### src/sv/slot_free_list_allocator_defines.svh
// Shared assertion macros for the slot allocator.
`ifndef SLOT_FREE_LIST_ALLOCATOR_DEFINES_SVH
`define SLOT_FREE_LIST_ALLOCATOR_DEFINES_SVH

// Check that an expression holds at every clock edge out of reset.
`define SFLA_ASSERT_ALWAYS(lbl, expr, msg) \
    lbl: assert property (@(posedge aclk) disable iff (!aresetn) (expr)) else $error(msg);

// Check that a cause implies an effect in the next cycle.
`define SFLA_ASSERT_NEXT(lbl, cause, effect, msg) \
    lbl: assert property (@(posedge aclk) disable iff (!aresetn) (cause) |=> (effect)) \
        else $error(msg);

`endif

### src/sv/sfla_pkg.sv
`timescale 1ns / 1ps
package sfla_pkg;

    localparam int SLOT_COUNT  = 1024;
    localparam int SLOT_W      = $clog2(SLOT_COUNT);
    localparam int CNT_W       = $clog2(SLOT_COUNT + 1);
    localparam int STATUS_W    = 3;

    localparam int IN_TDATA_W  = ((SLOT_W + 7) / 8) * 8;
    localparam int OUT_RAW_W   = SLOT_W + STATUS_W + CNT_W;
    localparam int OUT_TDATA_W = ((OUT_RAW_W + 7) / 8) * 8;

    localparam int CFG_IDX_W   = 2;
    localparam int CFG_DATA_W  = CNT_W;

    localparam logic [CFG_IDX_W-1:0] CFG_POOL_ENABLED = 2'd0;
    localparam logic [CFG_IDX_W-1:0] CFG_SLOT_LIMIT   = 2'd1;

    localparam logic MODE_RELEASE = 1'b1;

    localparam int QUEUE_DEPTH = 2;
    localparam int QPTR_W      = $clog2(QUEUE_DEPTH);

    typedef enum logic [STATUS_W-1:0] {
        ST_OK           = 3'd0,
        ST_DISABLED     = 3'd1,
        ST_BEYOND       = 3'd2,
        ST_ALREADY_FREE = 3'd3,
        ST_FULL         = 3'd4
    } status_t;

    typedef enum logic [1:0] {
        KIND_RESERVE  = 2'd0,
        KIND_RELEASE  = 2'd1,
        KIND_DISABLED = 2'd2
    } kind_t;

    typedef struct packed {
        kind_t             kind;
        logic [SLOT_W-1:0] slot;
    } req_t;

    typedef struct packed {
        logic push;
        logic full;
    } q_wr_t;

    typedef struct packed {
        logic pop;
        logic empty;
    } q_rd_t;

endpackage

### src/sv/sfla_front.sv
`timescale 1ns / 1ps
module sfla_front
    import sfla_pkg::*;
(
    input  logic                  aclk,
    input  logic                  aresetn,
    input  logic                  s_tvalid,
    output logic                  s_tready,
    input  logic [IN_TDATA_W-1:0] s_tdata,
    input  logic [0:0]            s_tuser,
    input  logic                  cfg_valid,
    output logic                  cfg_ready,
    input  logic [CFG_IDX_W-1:0]  cfg_index,
    input  logic [CFG_DATA_W-1:0] cfg_data,
    output logic [CNT_W-1:0]      eff_limit,
    output q_wr_t                 q_wr,
    input  logic                  q_full,
    output req_t                  q_req
);

    logic             pool_enabled_reg, pool_enabled_next;
    logic [CNT_W-1:0] slot_limit_reg, slot_limit_next;

    assign cfg_ready = 1'b1;

    always_comb begin
        pool_enabled_next = pool_enabled_reg;
        slot_limit_next   = slot_limit_reg;
        if (cfg_valid) begin
            if (cfg_index == CFG_POOL_ENABLED) begin
                pool_enabled_next = cfg_data[0];
            end else if (cfg_index == CFG_SLOT_LIMIT) begin
                slot_limit_next = cfg_data;
            end
        end
    end

    always_ff @(posedge aclk) begin
        if (!aresetn) begin
            pool_enabled_reg <= 1'b1;
            slot_limit_reg   <= CNT_W'(SLOT_COUNT);
        end else begin
            pool_enabled_reg <= pool_enabled_next;
            slot_limit_reg   <= slot_limit_next;
        end
    end

    // Fresh grants stop at the smaller of the limit and the pool size.
    assign eff_limit = (slot_limit_reg > CNT_W'(SLOT_COUNT)) ? CNT_W'(SLOT_COUNT)
                                                            : slot_limit_reg;

    // Classify the request at the door; the user keeps the enable static while busy (not enforced here).
    always_comb begin
        q_req.slot = s_tdata[SLOT_W-1:0];
        if (!pool_enabled_reg) begin
            q_req.kind = KIND_DISABLED;
        end else if (s_tuser[0] == MODE_RELEASE) begin
            q_req.kind = KIND_RELEASE;
        end else begin
            q_req.kind = KIND_RESERVE;
        end
    end

    assign s_tready  = !q_full;
    assign q_wr.push = s_tvalid && !q_full;
    assign q_wr.full = q_full;

endmodule

### config.mk
export PLATFORM = sky130hd
export DESIGN_NAME = sfla_front
export DESIGN_NICKNAME = d
export VERILOG_FILES = /design/src/sv/slot_free_list_allocator_defines.svh /design/src/sv/sfla_pkg.sv /design/src/sv/sfla_front.sv
export SDC_FILE = /design/constraint.sdc
export NUM_CORES = 1
export LEC_CHECK = 0
export ABC_AREA = 1
export BUFFER_PORTS_ARGS = -buffer_cell sky130_fd_sc_hd__buf_2
export CAP_MARGIN = 10
export CORE_MARGIN = 1.5
export CORE_UTILIZATION = 37
export CTS_BUF_LIST = sky130_fd_sc_hd__clkbuf_4 sky130_fd_sc_hd__clkbuf_8 sky130_fd_sc_hd__clkbuf_16
export CTS_CLUSTER_DIAMETER = 200
export DETAILED_ROUTE_END_ITERATION = 12
export GPL_TIMING_DRIVEN = 0
export PLACE_DENSITY = 0.78
export SYNTH_ARGS = -nofsm -noshare
export SYNTH_HDL_FRONTEND = slang
export SYNTH_SLANG_ARGS = --single-unit
export TNS_END_PERCENT = 100
### constraint.sdc
create_clock -name aclk -period 1.1 [get_ports aclk]
set_input_delay 0.22 -clock aclk [delete_from_list [all_inputs] [get_ports aclk]]
set_output_delay 0.22 -clock aclk [all_outputs]
set_load 0.03 [all_outputs]
* Word-level counts from Yosys, hierarchy flattened
Cells that the tools add are included.
** Word-level totals
- Output and inout port bits :: 27
- Register bits after elaboration :: 12
- Bits of input ports :: 35
** Operators by class
- Mux-type cells :: 3
- $lt $le $gt $ge :: 1
- Eq/ne operators :: 1
- Bitwise logic cells :: 1
- Reduce and logical (&&, ||, !) cells :: 5
** Operator list (count)
- $gt A11 B11 Y1 const B :: 1
- $mux W11 :: 1
- $reduce_and A3 Y1 :: 1
- $eq A2 B1 Y1 const B :: 1
- $logic_not A2 Y1 :: 1
- $mux W2 :: 1
- $reduce_and A2 Y1 :: 1
- $logic_and A1 B1 Y1 :: 1
- $logic_not A1 Y1 :: 1
- $mux W1 :: 1
- $not A1 Y1 :: 1

* Depth between registers and ports, before layout
- Depth in word-level cells :: 3
- Depth in mapped cells :: 5
- Mapped depth without buffers :: 5

* Least setup slack after synthesis
OpenSTA, ideal clock, no wires.
- Path type :: flip-flop to output port
- Start point :: register slot_limit_reg[8]
- End point :: output eff_limit[0]
- Arrival time :: 1.056 ns
- Cell stages (with the launch flop) :: 6
- Required time :: 0.880 ns
- Slack :: -0.176 ns
- Path buffers :: 0
- Path through :: dfxtp_1 -> nor2_1 -> nand3_1 -> nor2_1 -> nor2_2 -> nor2_1
** On the way
- Cells in the longest elaborated chain, start to end :: 2
** RTL lines
- from (decl) :: line sfla_front.sv:22 : logic [CNT_W-1:0] slot_limit_reg, slot_limit_next;
- from (signal assigned) :: line sfla_front.sv:41 : slot_limit_reg <= CNT_W'(SLOT_COUNT);
- from (signal assigned) :: line sfla_front.sv:44 : slot_limit_reg <= slot_limit_next;
- $gt A11 B11 Y1 :: line sfla_front.sv:49 : assign eff_limit = (slot_limit_reg > CNT_W'(SLOT_COUNT)) ? CNT_W'(SLOT_COUNT)
- $mux W11 :: line sfla_front.sv:49
- to (decl) :: line sfla_front.sv:15 : output logic [CNT_W-1:0] eff_limit,
No other way between the ends.

* Worst setup path in the final report
- Start point :: register slot_limit_reg[8]
- End point :: output eff_limit[4]
The elaborated chain is that of the path after synthesis.

==> impl_summary.log <==
INFO  metric status = complete, but fails checks
INFO  metric failing_checks = negative setup slack
INFO  metric placement_rows = 15
INFO  metric synth.most_common_cell = inv_1
INFO  metric drcViolationCount = 0
INFO  metric synth_area_leaders = dfxtp_1, buf_4, o21ai_2, inv_1, nor2_1
INFO  metric die_h = 47.0 um
INFO  metric hpwl = 1220 um
INFO  metric design.final.nets = 180
INFO  metric htree_num_levels = 1
INFO  metric criticalPathCategory = reg -> out
INFO  metric grt_setup_unrepaired = yes
INFO  metric postRouteAntennaNets = 0
INFO  metric synth.ff_latch_count = 12
INFO  metric numCtsBuffers = 3
INFO  metric cellInternalPower = 0.000838 W
INFO  metric grt_overall_usage = 14.8%
INFO  metric antenna_cells = 0
INFO  metric syn_inst = 94
INFO  metric die-width = 47.0 um
INFO  metric cts_tree = done
INFO  metric syn-mean-instance-area = 7.63 sq um
INFO  metric timing.setup.tns = -3830 ps
INFO  metric grt_antenna_before_repair = 0
INFO  metric startpoint_type = register
INFO  metric instances_no_fill = 169
INFO  metric ys_warn_count = 0
INFO  metric pwr-share-comb = 34.7%
INFO  metric fmax = 0.655 GHz
INFO  metric grt_first_pass_wirelength = 2340 um
INFO  metric gr-total-overflow = 0
INFO  metric final_layout_size_suffix_gt1_share = 72.2%
INFO  metric worst_ep_arrival_time = 1310 ps
INFO  metric vdd_drop_max = 0.000527 V
INFO  metric cts_hold_bufs = 0
INFO  metric synth_top_cell_by_area = dfxtp_1
INFO  metric gpl.final_weighted_congestion = 0.755
INFO  metric final_critical_path_setup_slack = -426 ps
INFO  metric cts-root-to-sink-buffers = 2
INFO  metric first_global_vias = 580
INFO  metric powerDensity = 1080 mW/mm^2
INFO  metric maxCapViolCount = 0
INFO  metric initial_cell_density_of_the_core = 40.6%
INFO  metric crit_path_max_fanout = 4
INFO  metric worst_clock_skew = 0 ps
INFO  metric detailroute.via_count = 747
INFO  metric floorplan_core_area = 0.00176 sq mm
INFO  metric synth_top_area_share = 33.5%
INFO  metric timing.final.setup_violations = 11
INFO  metric placed_cells = 163
INFO  metric area_growth_from_synthesis_to_layout = 60.9%
INFO  metric post-route-period-util = 139%
INFO  metric grt_max_degree = 11
INFO  metric p_clk_share = 27.4%
INFO  metric hold-worst-slack = 205 ps
INFO  metric clock-root-buffer = clkbuf_4
INFO  metric class_of_the_worst_hold_path = in -> reg
INFO  metric timing.critical_path.to_type = output pin
INFO  metric p_sw = 0.000412 W
INFO  metric period_minus_slack = 1530 ps
INFO  metric max_ffs_per_register = 11
INFO  metric synth.cells.most_frequent = inv_1, nor2_1, buf_4, dfxtp_1, a21oi_1
INFO  metric finalHoldViolations = 0
INFO  metric critical_path_required = 880 ps
INFO  metric synth_edf_count = 0
INFO  metric drt_pre_antenna_iters = 4
INFO  metric synth_async_sr_flop_share = 0%
INFO  metric synth_sequential_area_ratio = 33.5%
INFO  metric dieArea = 0.00221 sq mm
INFO  metric worstSkewPairLatency = 260 ps
INFO  metric initialDrtViolationCount = 8
INFO  metric cts.reportedPaths.clkPinSlew = 70 ps
INFO  metric routed_wl = 1630 um
INFO  metric final-max-slew-violation-count = 0
INFO  metric power.share.switching = 32.9%
INFO  metric routed_via_density = 4.42
INFO  metric layout.filler_cells = 173
INFO  metric power.static_leakage = 0.585 nW
INFO  metric port-buffer-count = 44
INFO  metric yosys_most_used_dff = dfxtp_1
INFO  metric floorplan.io_pins = 62
INFO  metric synth_nets = 129
INFO  metric wl_per_cell = 9.63 um
INFO  metric mappedNetlistArea = 717 sq um
INFO  metric synth.lib_cells_used.distinct = 17
INFO  metric seq_power_share = 38.0%
INFO  metric numClockSinks = 12
cells by family (layout without fill, tap and decap cells):
| family | Yosys count | count (layout) | synth area share (%) |
|---|---|---|---|
| other cells | 1 | 1 | 0.523 |
| compound gates | 21 | 21 | 19.9 |
| flops | 12 | 12 | 33.5 |
| simple gates | 26 | 27 | 15.9 |
| buf+inv | 34 | 83 | 30.2 |
layout by cell type, fill, tap and decap left out:
| cell type | Yosys | layout |
|---|---|---|
| buf_4 | 12 | 16 |
| o211ai_2 | 1 | 1 |
| nor2_4 | 0 | 4 |
| clkbuf_8 | 0 | 1 |
| bufbuf_16 | 1 | 1 |
| clkbuf_1 | 1 | 1 |
| a21oi_1 | 10 | 10 |
| dfxtp_1 | 12 | 1 |
| nand3_2 | 1 | 2 |
| clkbuf_4 | 0 | 3 |
| nand3_1 | 4 | 3 |
| o21ai_0 | 2 | 2 |
| buf_2 | 0 | 32 |
| dfxtp_2 | 0 | 11 |
| conb_1 | 1 | 1 |
| inv_1 | 18 | 15 |
| nand2_1 | 3 | 3 |
| o21ai_2 | 8 | 8 |
| inv_2 | 0 | 3 |
| buf_6 | 2 | 11 |
| nor2_1 | 16 | 3 |
| nor2_2 | 1 | 11 |
| nand4_1 | 1 | 1 |
final timing paths:
kind,from,to,slack (ps),depth (start not counted)
max,slot_limit_reg[8],eff_limit[4],-430,6
min reg2reg,slot_limit_reg[0],slot_limit_reg[0],460,2
max reg2reg,slot_limit_reg[10],slot_limit_reg[10],380,3
min,aresetn,slot_limit_reg[1],200,3
timing repair:
action                     4_1_cts  5_1_grt
pin swaps                        0        0
cloned                           0        1
resized for setup               32        9
setup buffers                    0        1
setup endpoints to repair       12       12
per-layer routing:
layer / vias up / part of all wire (%) / wire (um) / track usage [%]
li1: 378 / - / - / -
met1: 323 / 40 / 653 / 18.0
met2: 44 / 52 / 838 / 25.5
met3: 2 / 7.9 / 128 / 3.46
met4: 0 / 0.37 / 6 / 5.00
met5: - / 0 / 0 / 0
layout make-up:
class / count / area, sq um / share of cell area (%)
Inverter: 18 / 67.6 / 5.86
Tap cell: 25 / 31.3 / 2.71
Timing Repair Buffer: 45 / 292 / 25.3
Clock buffer: 4 / 36.3 / 3.15
Sequential cell: 12 / 254 / 22.0
Multi-Input combinational cell: 49 / 324 / 28.1
Buffer: 16 / 149 / 12.9
worst max-delay path: stages (launching register included):
cell     delay (ps)
dfxtp_2         320
nor2_1           90
nand3_1         110
nor2_4          170
nor2_2          100
nor2_2           90
buf_4           160
power by group through the flow:
stage,Clock [W],Sequential [W],Combinational [W]
floorplan,0,0.000476,0.000287
global placement,0,0.000478,0.000380
detailed placement,0,0.000479,0.000385
CTS,0.000357,0.000474,0.000405
global route,0.000373,0.000477,0.000468
finish,0.000342,0.000474,0.000434
through the flow:
stage,util (%),setup slack [ps],area [sq um],power [W]
2_1_floorplan,-,-87.2,752,0.000763
3_3_place_gp,56.9,-147,1000,0.000858
3_5_place_dp,56.9,-161,1000,0.000864
4_1_cts,62.7,-427,1110,0.00124
5_1_grt,65.4,-527,1150,0.00132
6_report,65.4,-426,1150,0.00125
(Power assumes the default switching activity.)
