$ cat config.mk
export PLATFORM = sky130hd
export DESIGN_NAME = sfla_queue
export DESIGN_NICKNAME = d
export VERILOG_FILES = /design/src/sv/slot_free_list_allocator_defines.svh /design/src/sv/sfla_pkg.sv /design/src/sv/sfla_queue.sv
export SDC_FILE = /design/constraint.sdc
export NUM_CORES = 1
export LEC_CHECK = 0
export BUFFER_PORTS_ARGS = -buffer_cell sky130_fd_sc_hd__buf_2
export CAP_MARGIN = 15
export CORE_MARGIN = 2
export CORE_UTILIZATION = 45
export DETAILED_ROUTE_END_ITERATION = 6
export HOLD_SLACK_MARGIN = 0.05
export PLACE_DENSITY = 0.69
export REMOVE_ABC_BUFFERS = 1
export SETUP_SLACK_MARGIN = 0.3
export SYNTH_ARGS = -nofsm -noshare
export SYNTH_HDL_FRONTEND = slang
export SYNTH_SLANG_ARGS = --single-unit
$ cat constraint.sdc
create_clock -name aclk -period 2.17 [get_ports aclk]
set_input_delay 0.1085 -clock aclk [delete_from_list [all_inputs] [get_ports aclk]]
set_output_delay 0.1085 -clock aclk [all_outputs]
set_load 0.005 [all_outputs]
$ cat src/sv/slot_free_list_allocator_defines.svh
// Shared assertion macros for the slot allocator.
`ifndef SLOT_FREE_LIST_ALLOCATOR_DEFINES_SVH
`define SLOT_FREE_LIST_ALLOCATOR_DEFINES_SVH

// Check that an expression holds at every clock edge out of reset.
`define SFLA_ASSERT_ALWAYS(lbl, expr, msg) \
    lbl: assert property (@(posedge aclk) disable iff (!aresetn) (expr)) else $error(msg);

// Check that a cause implies an effect in the next cycle.
`define SFLA_ASSERT_NEXT(lbl, cause, effect, msg) \
    lbl: assert property (@(posedge aclk) disable iff (!aresetn) (cause) |=> (effect)) \
        else $error(msg);

`endif

$ cat src/sv/sfla_pkg.sv
`timescale 1ns / 1ps
package sfla_pkg;

    localparam int SLOT_COUNT  = 1024;
    localparam int SLOT_W      = $clog2(SLOT_COUNT);
    localparam int CNT_W       = $clog2(SLOT_COUNT + 1);
    localparam int STATUS_W    = 3;

    localparam int IN_TDATA_W  = ((SLOT_W + 7) / 8) * 8;
    localparam int OUT_RAW_W   = SLOT_W + STATUS_W + CNT_W;
    localparam int OUT_TDATA_W = ((OUT_RAW_W + 7) / 8) * 8;

    localparam int CFG_IDX_W   = 2;
    localparam int CFG_DATA_W  = CNT_W;

    localparam logic [CFG_IDX_W-1:0] CFG_POOL_ENABLED = 2'd0;
    localparam logic [CFG_IDX_W-1:0] CFG_SLOT_LIMIT   = 2'd1;

    localparam logic MODE_RELEASE = 1'b1;

    localparam int QUEUE_DEPTH = 2;
    localparam int QPTR_W      = $clog2(QUEUE_DEPTH);

    typedef enum logic [STATUS_W-1:0] {
        ST_OK           = 3'd0,
        ST_DISABLED     = 3'd1,
        ST_BEYOND       = 3'd2,
        ST_ALREADY_FREE = 3'd3,
        ST_FULL         = 3'd4
    } status_t;

    typedef enum logic [1:0] {
        KIND_RESERVE  = 2'd0,
        KIND_RELEASE  = 2'd1,
        KIND_DISABLED = 2'd2
    } kind_t;

    typedef struct packed {
        kind_t             kind;
        logic [SLOT_W-1:0] slot;
    } req_t;

    typedef struct packed {
        logic push;
        logic full;
    } q_wr_t;

    typedef struct packed {
        logic pop;
        logic empty;
    } q_rd_t;

endpackage

$ cat src/sv/sfla_queue.sv
`timescale 1ns / 1ps
module sfla_queue
    import sfla_pkg::*;
(
    input  logic  aclk,
    input  logic  aresetn,
    input  q_wr_t wr,
    input  req_t  wr_req,
    output logic  full,
    input  logic  pop,
    output q_rd_t rd,
    output req_t  rd_req
);

    localparam int CNT_Q_W = $clog2(QUEUE_DEPTH + 1);

    req_t               entry_reg [QUEUE_DEPTH];
    logic [QPTR_W-1:0]  wptr_reg, wptr_next;
    logic [QPTR_W-1:0]  rptr_reg, rptr_next;
    logic [CNT_Q_W-1:0] count_reg, count_next;
    logic               do_push, do_pop;

    assign full     = (count_reg == CNT_Q_W'(QUEUE_DEPTH));
    assign rd.empty = (count_reg == '0);
    assign rd.pop   = pop;
    assign rd_req   = entry_reg[rptr_reg];
    assign do_push  = wr.push && !wr.full;
    assign do_pop   = pop && !rd.empty;

    function automatic logic [QPTR_W-1:0] ptr_inc(input logic [QPTR_W-1:0] p);
        ptr_inc = (p == QPTR_W'(QUEUE_DEPTH - 1)) ? '0 : QPTR_W'(p + 1'b1);
    endfunction

    always_comb begin
        wptr_next  = do_push ? ptr_inc(wptr_reg) : wptr_reg;
        rptr_next  = do_pop ? ptr_inc(rptr_reg) : rptr_reg;
        count_next = count_reg;
        if (do_push && !do_pop) begin
            count_next = CNT_Q_W'(count_reg + 1'b1);
        end else if (do_pop && !do_push) begin
            count_next = CNT_Q_W'(count_reg - 1'b1);
        end
    end

    always_ff @(posedge aclk) begin
        if (!aresetn) begin
            wptr_reg  <= '0;
            rptr_reg  <= '0;
            count_reg <= '0;
        end else begin
            wptr_reg  <= wptr_next;
            rptr_reg  <= rptr_next;
            count_reg <= count_next;
        end
        if (do_push) begin
            entry_reg[wptr_reg] <= wr_req;
        end
    end

endmodule

# [After elaboration in Yosys (flattened, before gate mapping)]
# Memory sizes are Yosys's and may differ from the RTL's. A register that Yosys moved wholly into a read port is not among the register bits.
# Index checks and enable logic that the tools add are counted.
[op_classes] addsub=4 eq_ne=1 muxes=8 reduce_logical=10
[op_table] op="$mux W1" n=6
[op_table] op="$logic_and A1 B1 Y1" n=4
[op_table] op="$logic_not A1 Y1" n=4
[op_table] op="$mux W2" n=2
[op_table] op="$add A1 B1 Y1 const B" n=2
[op_table] op="$add A2 B1 Y2 const B" n=1
[op_table] op="$eq A2 B2 Y1 const B" n=1
[op_table] op="$logic_not A2 Y1" n=1
[op_table] op="$reduce_bool A2 Y1" n=1
[op_table] op="$sub A2 B1 Y2 const B" n=1
[totals] regBits=4 ramBits=24 in_bits=17 out_inout_bits=15 elab_cells=27 mem_count=1
[mem_list] name="entry_reg" depth=2 width=12 read_ports=1 rd_ports_with_merged_regs=1 write_ports=1 line="sfla_queue.sv:17" rtl="req_t entry_reg [QUEUE_DEPTH];"

# [Depth between registers and ports, before layout]
# Gate-level depths: netlist of the first run.
[logic_depth] word_depth=6 depth_mapped=5 mapped_depth_nobuf=5

# [Worst setup path after synthesis of the first run]
# No wires, ideal clock.
[synth_timing] kind="input port to flip-flop" start="in wr[1] (netlist name)" end="mem entry_reg[0][0] (netlist name) (enable)" t_arrival_ns=0.963 required_time_ns=1.787 path_slack_ns=0.823 cell_stages=2 path_buffers=0 cell_sequence="nor2b_1 > nor2b_1"
[synth_between] elab_chain_cells=3
[synth_rtl] item="start, declared" line="sfla_queue.sv:7" rtl="input q_wr_t wr,"
[synth_rtl] item="$logic_and A1 B1 Y1" line="sfla_queue.sv:27" rtl="assign do_push = wr.push && !wr.full;"
[synth_rtl] item="$mux W1" line="sfla_queue.sv:55" rtl="if (do_push) begin"
[synth_rtl] item="$mux W1 (not written as such)" line="sfla_queue.sv:56" rtl="entry_reg[wptr_reg] <= wr_req;"
[synth_rtl] item="end, declared" line="sfla_queue.sv:17"
# Every way passes these cells.

==> run metrics, run 1 <==
detailed-route vias per instance around 4.7; Mean Syn Cell Area approximately 18 sq um; Fillers slightly below 200; IO Port Bufs 31; initial core utilization 48.4%; DP Area about 0.0013 sq mm; Core ar. ~0.0023 sq mm; top cells by area, synth edfxtp_1 (66%), mux2_2 (12%), dfxtp_1 (9.2%); crit end category output pin; share of flip-flops with an asynchronous set or reset 0%; leakage power 0.570 nW; Logic pwr share about 22%; first-pass GRT wire length between 2000 and 3000 microns; fin cells 141; share of cells above drive strength 1 ~44%; CTS resizes 0; clock slew at reported path FFs 0.08 ns; latest clock arrival within the worst-skew pair roughly 0.32 ns; Area growth, synth to finish 34.0%; DP Cell Count 120; DR pass1 iterations 3; Setup Crit Path Kind flip-flop to output pin; sw frac ~25%; die area 0.00284 sq mm; FP Rows 17; RSZ-0062 raised after global routing no; post-synth top area cell edfxtp_1; CTS buffer count 5; Synth top area share about two thirds; hold wc startpoint wr[0]; worst hold stages 4; FMAX between 600 and 700 MHz; DRT iter0 DRCs 22; Slew Limit Fails 0; post-CTS setup buffers 0; Clock Tree Buf Depth 2; HPWL Detailed 1220 microns; Slew HR between 60% and 70%; reg2reg path depth 4; post-route clock skew between 0.003 and 0.004 ns; VDD IR-drop max 0.581 mV; Seq pwr share 55.3%; Clock Power Share between 20 and 25%; CTS root buf clkbuf_4; Final WS setup about 0.57 ns; measured slew at the worst slew-check pin roughly 0.54 ns; design area between 0.001 and 0.0015 sq mm; Distinct cells, synth 16; Tot Pwr 1.27 mW; pwr/cell area 870 mW/mm^2; hold_ws roughly 0.19 ns; hold path endpoint wptr_reg; Commonest cells post-synth edfxtp_1 (24), mux2_2 (12), dfxtp_1 (5); Mapped Area approximately 0.0011 sq mm; final critical-path required period 1.60 ns; initial antenna violation count 0; Final setup viols 0; Seq/Total Area, Yosys 75.1%; Largest register FFs 24; Die W between 50 and 60 microns; worst path required time ~2.1 ns; largest net degree at the start of global routing 13; Psw 0.319 mW; Final #Nets 130; Residual DRC 0; GPL Wtd Cong 0.685; H-Tree Depth 2; Synth Flop Type edfxtp_1; Yosys reg bits 29; worst endpoint data arrival time around 1.5 ns; HP Class primary input to flip-flop; vias in the first global route a little over 600; CTS tree yes; ANT cells 0; Mapped Cells approximately 60; worst-path fanout max 12; endpoints failing hold 0; Final ANT Viol Nets 0; Top-Level Pins 32; GRT Residual Overflow 0; P_int 0.954 mW; overall routing resource usage between 10% and 20%; max_cap viols 0; routed via count between 600 and 700; outcome finished clean; hold buffers post-CTS 13; r2r startpoint count_reg[0]; most frequent cell after synthesis edfxtp_1; Final period util approximately 74%; Synth Warn # 0; Die Ht about 53 microns; utilization after layout between 60 and 70%; dpl ws between 0.7 and 0.8 ns; Routed wire per std cell between 10 and 15 microns; startpoint types flip-flop; r2r endpoint count_reg[1]; EDFF count, synth 24; FF-to-FF setup slack 0.72 ns; CTS sink count 29; final wirelength approximately 1800 microns; setup tns final 0 ns
## layout make-up
class	count	area [sq um]	share of cell area, %
flip-flops and latches	29	821	56.1
well taps	28	35.0	2.39
clock inverters	1	3.75	0.256
multi-input cells	30	259	17.7
repair buffers	46	300	20.5
clock buffers	7	45.0	3.08
## critical path, stage by stage, from the launching register on
cell	delay [ns]
dfxtp_1	0.65
mux2_2	0.40
buf_2	0.13
## cell families after synthesis
group | share of synthesized area (%)
flops | 75.1
compound gates | 2.29
simple gates | 5.50
fa+ha+maj | 1.15
xor+xnor | 2.41
buf+inv | 1.15
mux | 12.4
## power by group through the flow
| stage | combinational, mW | clock [mW] | sequential [mW] |
|---|---|---|---|
| after global routing | 0.312 | 0.328 | 0.714 |
| final | 0.284 | 0.286 | 0.704 |
| after detailed placement | 0.267 | 0 | 0.718 |
| after floorplan | 0.167 | 0 | 0.702 |
| after CTS | 0.290 | 0.298 | 0.705 |
| after global placement | 0.261 | 0 | 0.715 |
## how the worst max path moves through the flow
stage	slack, ns	cells after the start	endpoint
finish	0.57	2	rd_req[0]
detailed placement	0.73	4	count_reg[1]
global route	0.46	2	rd_req[6]
global placement	0.82	4	count_reg[1]
CTS	0.53	2	rd_req[8]
floorplan	0.82	2	entry_reg[0][0]
## cell usage in the layout (no fill, tap or decap)
cell type       n
o21a_1          1
and2_1          4
o21ai_0         1
xor2_1          1
nor2_1          1
clkbuf_1        2
dfxtp_1         5
clkinv_1        1
dlygate4sd3_1  13
nor2b_1         4
xnor2_1         2
ha_1            1
o21ai_1         1
mux2_2         12
buf_2          31
buf_4           2
edfxtp_1       24
or3_1           1
a21boi_1        1
clkbuf_4        5
## metal layers
metal | vias up | share of wire, % | GRT usage, %
met5 | - | 0 | 0
met4 | 0 | 3.6 | 12.8
met3 | 8 | 6.4 | 5.37
met2 | 22 | 51 | 23.5
met1 | 297 | 39 | 14.1
li1 | 330 | - | -
No activity file was read; power rests on OpenSTA's default activity.
==> run 2: changes to the inputs <==
--- a/config.mk
+++ b/config.mk
@@ -8,10 +8,10 @@
 export BUFFER_PORTS_ARGS = -buffer_cell sky130_fd_sc_hd__buf_2
 export CAP_MARGIN = 15
 export CORE_MARGIN = 2
-export CORE_UTILIZATION = 45
+export CORE_UTILIZATION = 44
 export DETAILED_ROUTE_END_ITERATION = 6
 export HOLD_SLACK_MARGIN = 0.05
-export PLACE_DENSITY = 0.69
+export PLACE_DENSITY = 0.7
 export REMOVE_ABC_BUFFERS = 1
 export SETUP_SLACK_MARGIN = 0.3
 export SYNTH_ARGS = -nofsm -noshare
==> constraint.sdc (replaced) <==
create_clock -name aclk -period 1.4 [get_ports aclk]
set_input_delay 0.07 -clock aclk [delete_from_list [all_inputs] [get_ports aclk]]
set_output_delay 0.07 -clock aclk [all_outputs]
set_load 0.005 [all_outputs]
==> run metrics, run 2 (synthesized netlist as in run 1, its figures left out) <==
worst-path fanout max 6; leakage power ~0.7 nW; pwr/cell area roughly 1400 mW/mm^2; Final #Nets around 140; final wirelength about 2000 microns; Clock Tree Buf Depth 2; GRT Residual Overflow 0; CP max stage delay around 0.35 ns; most frequent cells in the layout edfxtp_1 (24), buf_2 (19), buf_6 (16), dlygate4sd3_1 (13), mux2_4 (12); Routed wire per std cell approximately 13 microns; DRT iter0 DRCs 12; CTS buffer count 5; Residual DRC 0; FP Rows 18; fin cells 150; Die W 53.8 microns; CTS tree yes; routed via count 697; DP Cell Count 126; setup tns final 0 ns; post-route clock skew roughly 0.0071 ns; share of cells above drive strength 1 a little over half; FMAX between 700 and 800 MHz; RSZ-0062 raised after global routing yes; CTS root buf clkbuf_4; most common cell after layout, fill and taps aside edfxtp_1; utilization after layout between 70% and 80%; CTS sink count 29; hold_ws 0.162 ns; DP Area around 0.0013 sq mm; detailed-route vias per instance roughly 4.6; GPL Wtd Cong 0.594; Tot Pwr ~2.4 mW; DR pass1 iterations 4; design area ~0.0017 sq mm; worst endpoint data arrival time about 1.3 ns; VDD IR-drop max roughly 1.0 mV; Fillers 158; Slew Limit Fails 0; latest clock arrival within the worst-skew pair about 0.32 ns; overall routing resource usage 16.0%; dpl ws -0.0527 ns; largest net degree at the start of global routing 14; CP top delay family flip-flops; Slew HR roughly three quarters; crit end category output pin; HPWL Detailed around 1200 microns; max_cap viols 0; Final setup viols 0; vias in the first global route between 600 and 700; die area a little under 0.003 sq mm; initial core utilization between 40% and 50%; area of the multi-input gates approximately 340 sq um; startpoint types flip-flop; clock slew at reported path FFs around 0.090 ns; Final WS setup between 0.08 and 0.09 ns; flip-flop and latch area a little over 800 sq um; Largest register FFs 24; Final period util a little over nine tenths; crit-path most repeated cell buf_6; final critical-path required period roughly 1.3 ns; measured slew at the worst slew-check pin between 0.3 and 0.4 ns; Setup Crit Path Kind flip-flop to output pin; first-pass GRT wire length between 2000 and 3000 microns; crit-path cells buf_6 -> mux2_4 -> buf_6; initial antenna violation count 0; WP buf/inv 2; Top-Level Pins 32; Die Ht approximately 54 microns; worst path required time 1.33 ns; HP Class primary input to flip-flop; Core ar. 0.00241 sq mm; endpoints failing hold 0; IO Port Bufs 31; Critical-path top delay cell dfxtp_2; Area growth, synth to finish 55.3%; Final ANT Viol Nets 0; H-Tree Depth 2; outcome finished clean; ANT cells 0
==> run 2: cell count changes in the layout (fill, tap and decap cells not counted), sizes merged <==
cell	change
buf	+7
clkbuf	-1
clkinv	+1
==> run 2: worst paths after layout <==
| kind | start | end | slack, ns | cells after the start |
|---|---|---|---|---|
| worst max register to register | count_reg[1] | count_reg[1] | 0.09 | 4 |
| worst min register to register | rptr_reg | flip-flop | 0.63 | 2 |
| worst max-delay path | flip-flop | rd_req[4] | 0.08 | 3 |
| worst min-delay path | wr[0] | wptr_reg | 0.16 | 4 |
==> run 2: report_power, final <==
part / total, mW / internal, mW / switching, mW
combinational: 0.829 / 0.548 / 0.281
clock: 0.466 / 0.191 / 0.275
sequential: 1.08 / 1.02 / 0.0561
total: 2.37 / 1.76 / 0.612
==> run 2: timing repair <==
action | CTS | global route
resized for setup | 31 | 6
pin swaps | 1 | 3
endpoints found under the hold margin | 29 | 0
setup buffers | 2 | 1
endpoints found under the setup margin | 15 | 17
hold buffers | 13 | 0
==> run 2: worst reg2reg max path: stages, from the launching register on <==
cell	delay [ns]
dfxtp_4	0.37
o21ai_4	0.17
ha_4	0.23
or3_1	0.35
a21boi_1	0.13
==> run 2: routing by layer <==
metal | vias to the layer above | track usage [%] | routed length (microns)
met5 | - | 0 | 0
li1 | 339 | - | -
met3 | 7 | 7.50 | 102
met2 | 23 | 24.6 | 983
met1 | 328 | 17.7 | 838
met4 | 0 | 10.3 | 49
==> run 2: final cells by class <==
type,count,area share (%)
Sequential cell,29,48.9
Clock buffer,6,2.43
Timing Repair Buffer,53,26.1
Tap cell,30,2.21
Multi-Input combinational cell,30,19.8
Clock inverter,2,0.590
==> run 3: changes to the inputs <==
--- a/config.mk
+++ b/config.mk
@@ -8,10 +8,10 @@
 export BUFFER_PORTS_ARGS = -buffer_cell sky130_fd_sc_hd__buf_2
 export CAP_MARGIN = 15
 export CORE_MARGIN = 2
-export CORE_UTILIZATION = 44
+export CORE_UTILIZATION = 40
 export DETAILED_ROUTE_END_ITERATION = 6
 export HOLD_SLACK_MARGIN = 0.05
-export PLACE_DENSITY = 0.7
+export PLACE_DENSITY = 0.65
 export REMOVE_ABC_BUFFERS = 1
 export SETUP_SLACK_MARGIN = 0.3
 export SYNTH_ARGS = -nofsm -noshare
==> run metrics, run 3 (synthesized netlist as in run 1, its figures left out) <==
startpoint types flip-flop; Psw between 0.5 and 0.6 mW; r2r startpoint count_reg[1]; hold_ws between 0.2 and 0.3 ns; detailed-route vias per instance 4.58; FF-to-FF setup slack roughly 0.080 ns; worst path required time about 1.6 ns; largest net degree at the start of global routing 10; measured slew at the worst slew-check pin about 0.30 ns; Crit. path cell count 4; hold wc startpoint pop; HP Class primary input to flip-flop; Area growth, synth to finish 53.7%; Core ar. roughly 0.0025 sq mm; Setup Crit Path Kind flip-flop to flip-flop; initial antenna violation count 0; setup tns final 0 ns; sw frac 25.1%; VDD IR-drop max between 0.9 and 1 mV; worst-path fanout max 5; DRT iter0 DRCs 24; CTS root buf clkbuf_4; Logic pwr share roughly 34%; CTS sink count 29; FMAX approximately 760 MHz; Critical-path top delay cell dfxtp_2; Seq pwr share between 40% and 50%; crit path capture count_reg[1]; Top-Level Pins 32; most frequent cells in the layout edfxtp_1 (24), buf_2 (20), buf_6 (14), dlygate4sd3_1 (13), mux2_4 (12); pwr/cell area 1360 mW/mm^2; die area ~0.0032 sq mm; Final ANT Viol Nets 0; CP max stage delay around 0.36 ns; max_cap viols 0; Final setup viols 0; outcome finished clean; FP Rows 18; utilization after layout 66.6%; P_int approximately 1.7 mW; RSZ-0062 raised after global routing yes; final wirelength 1950 microns; Slew Limit Fails 0; GRT Residual Overflow 0; Final period util 94.3%; Final WS setup between 0.08 and 0.09 ns; routed via count between 600 and 700; first-pass GRT wire length 3130 microns; DP Cell Count 128; most common cell after layout, fill and taps aside edfxtp_1; H-Tree Depth 2; Die Ht 56.3 microns; Clock Tree Buf Depth 2; share of cells above drive strength 1 52.1%; post-route clock skew 0.00705 ns; fin cells 151; leakage power 0.681 nW; GPL Wtd Cong approximately 0.67; Routed wire per std cell around 13 microns; CP top delay family flip-flops; IO Port Bufs 31; CP startpoint count_reg[1]; Largest register FFs 24; final critical-path required period approximately 1.3 ns; crit-path cells o21ai_4 -> ha_4 -> or3_1 -> a21boi_1; r2r endpoint count_reg[1]; Slew HR between 70 and 80%; Clock Power Share 19.5%; CTS tree yes; CTS buffer count 5; Final #Nets 138; HPWL Detailed about 1300 microns; overall routing resource usage a little over an eighth; DR pass1 iterations 4; crit end category flip-flop; vias in the first global route around 690; reg2reg path depth 4; endpoints failing hold 0; worst endpoint data arrival time ~1.6 ns; initial core utilization a little over two fifths; Die W roughly 56 microns; Residual DRC 0; latest clock arrival within the worst-skew pair between 0.3 and 0.4 ns; dpl ws 0.00835 ns; clock slew at reported path FFs ~0.070 ns; WP buf/inv 0; ANT cells 0
-- run 3: cell types whose count changed in the layout (fill, tap and decap cells not counted) --
cell / delta
xnor2_2: -1
clkinv_2: -2
clkinv_1: +1
buf_6: -2
xnor2_1: +1
buf_2: +1
dfxtp_4: -2
clkbuf_1: +1
buf_4: +2
dfxtp_2: +2
-- run 3: metrics by stage --
| stage | total power, mW | instance area (sq um) |
|---|---|---|
| floorplan | 1.35 | 1080 |
| global placement | 1.56 | 1330 |
| detailed placement | 1.57 | 1330 |
| CTS | 2.28 | 1660 |
| global route | 2.43 | 1680 |
| finish | 2.29 | 1680 |
-- run 3: power by group through the flow --
stage,Clock (mW),Sequential [mW],Combinational [mW]
finish,0.447,1.07,0.774
floorplan,0,1.09,0.258
detailed placement,0,1.06,0.518
CTS,0.472,1.05,0.755
global route,0.513,1.08,0.840
global placement,0,1.05,0.512
-- run 3: area by class of cell --
class                   count  area, sq um
clock buffers               7         45.0
repair buffers             54          440
fillers                   184          843
flip-flops and latches     29          825
well taps                  30         37.5
clock inverters             1         3.75
multi-input cells          30          328
-- run 3: repair_timing --
| item | in CTS | in global routing |
|---|---|---|
| endpoints found under the setup margin | 14 | 16 |
| hold endpoints to repair | 29 | 0 |
| pin swaps | 1 | 1 |
| hold buffers | 13 | 0 |
| setup buffers | 1 | 1 |
| resized for setup | 29 | 3 |
-- run 3: worst min path at each step --
| stage | endpoint | slack, ns | cells after the start |
|---|---|---|---|
| 6_report | count_reg[1] | 0.29 | 5 |
| 5_1_grt | count_reg[1] | 0.28 | 5 |
| 4_1_cts | count_reg[1] | 0.27 | 5 |
| 3_5_place_dp | entry_reg[1][7] | 0.26 | 1 |
| 3_3_place_gp | entry_reg[0][2] | 0.26 | 1 |
| 2_1_floorplan | rd[1] | 0.14 | 0 |
-- run 3: worst min-delay path, stage by stage --
cell and delay [ns]:
buf_2 0.13, o21ai_4 0.08, ha_4 0.13, or3_1 0.09, a21boi_1 0.05
-- run 3: layer usage --
layer | global-route usage [%] | part of all wire [%]
met1 | 15.3 | 40
met2 | 21.0 | 53
met3 | 7.14 | 5.9
met4 | 6.12 | 1.2
met5 | 0 | 0
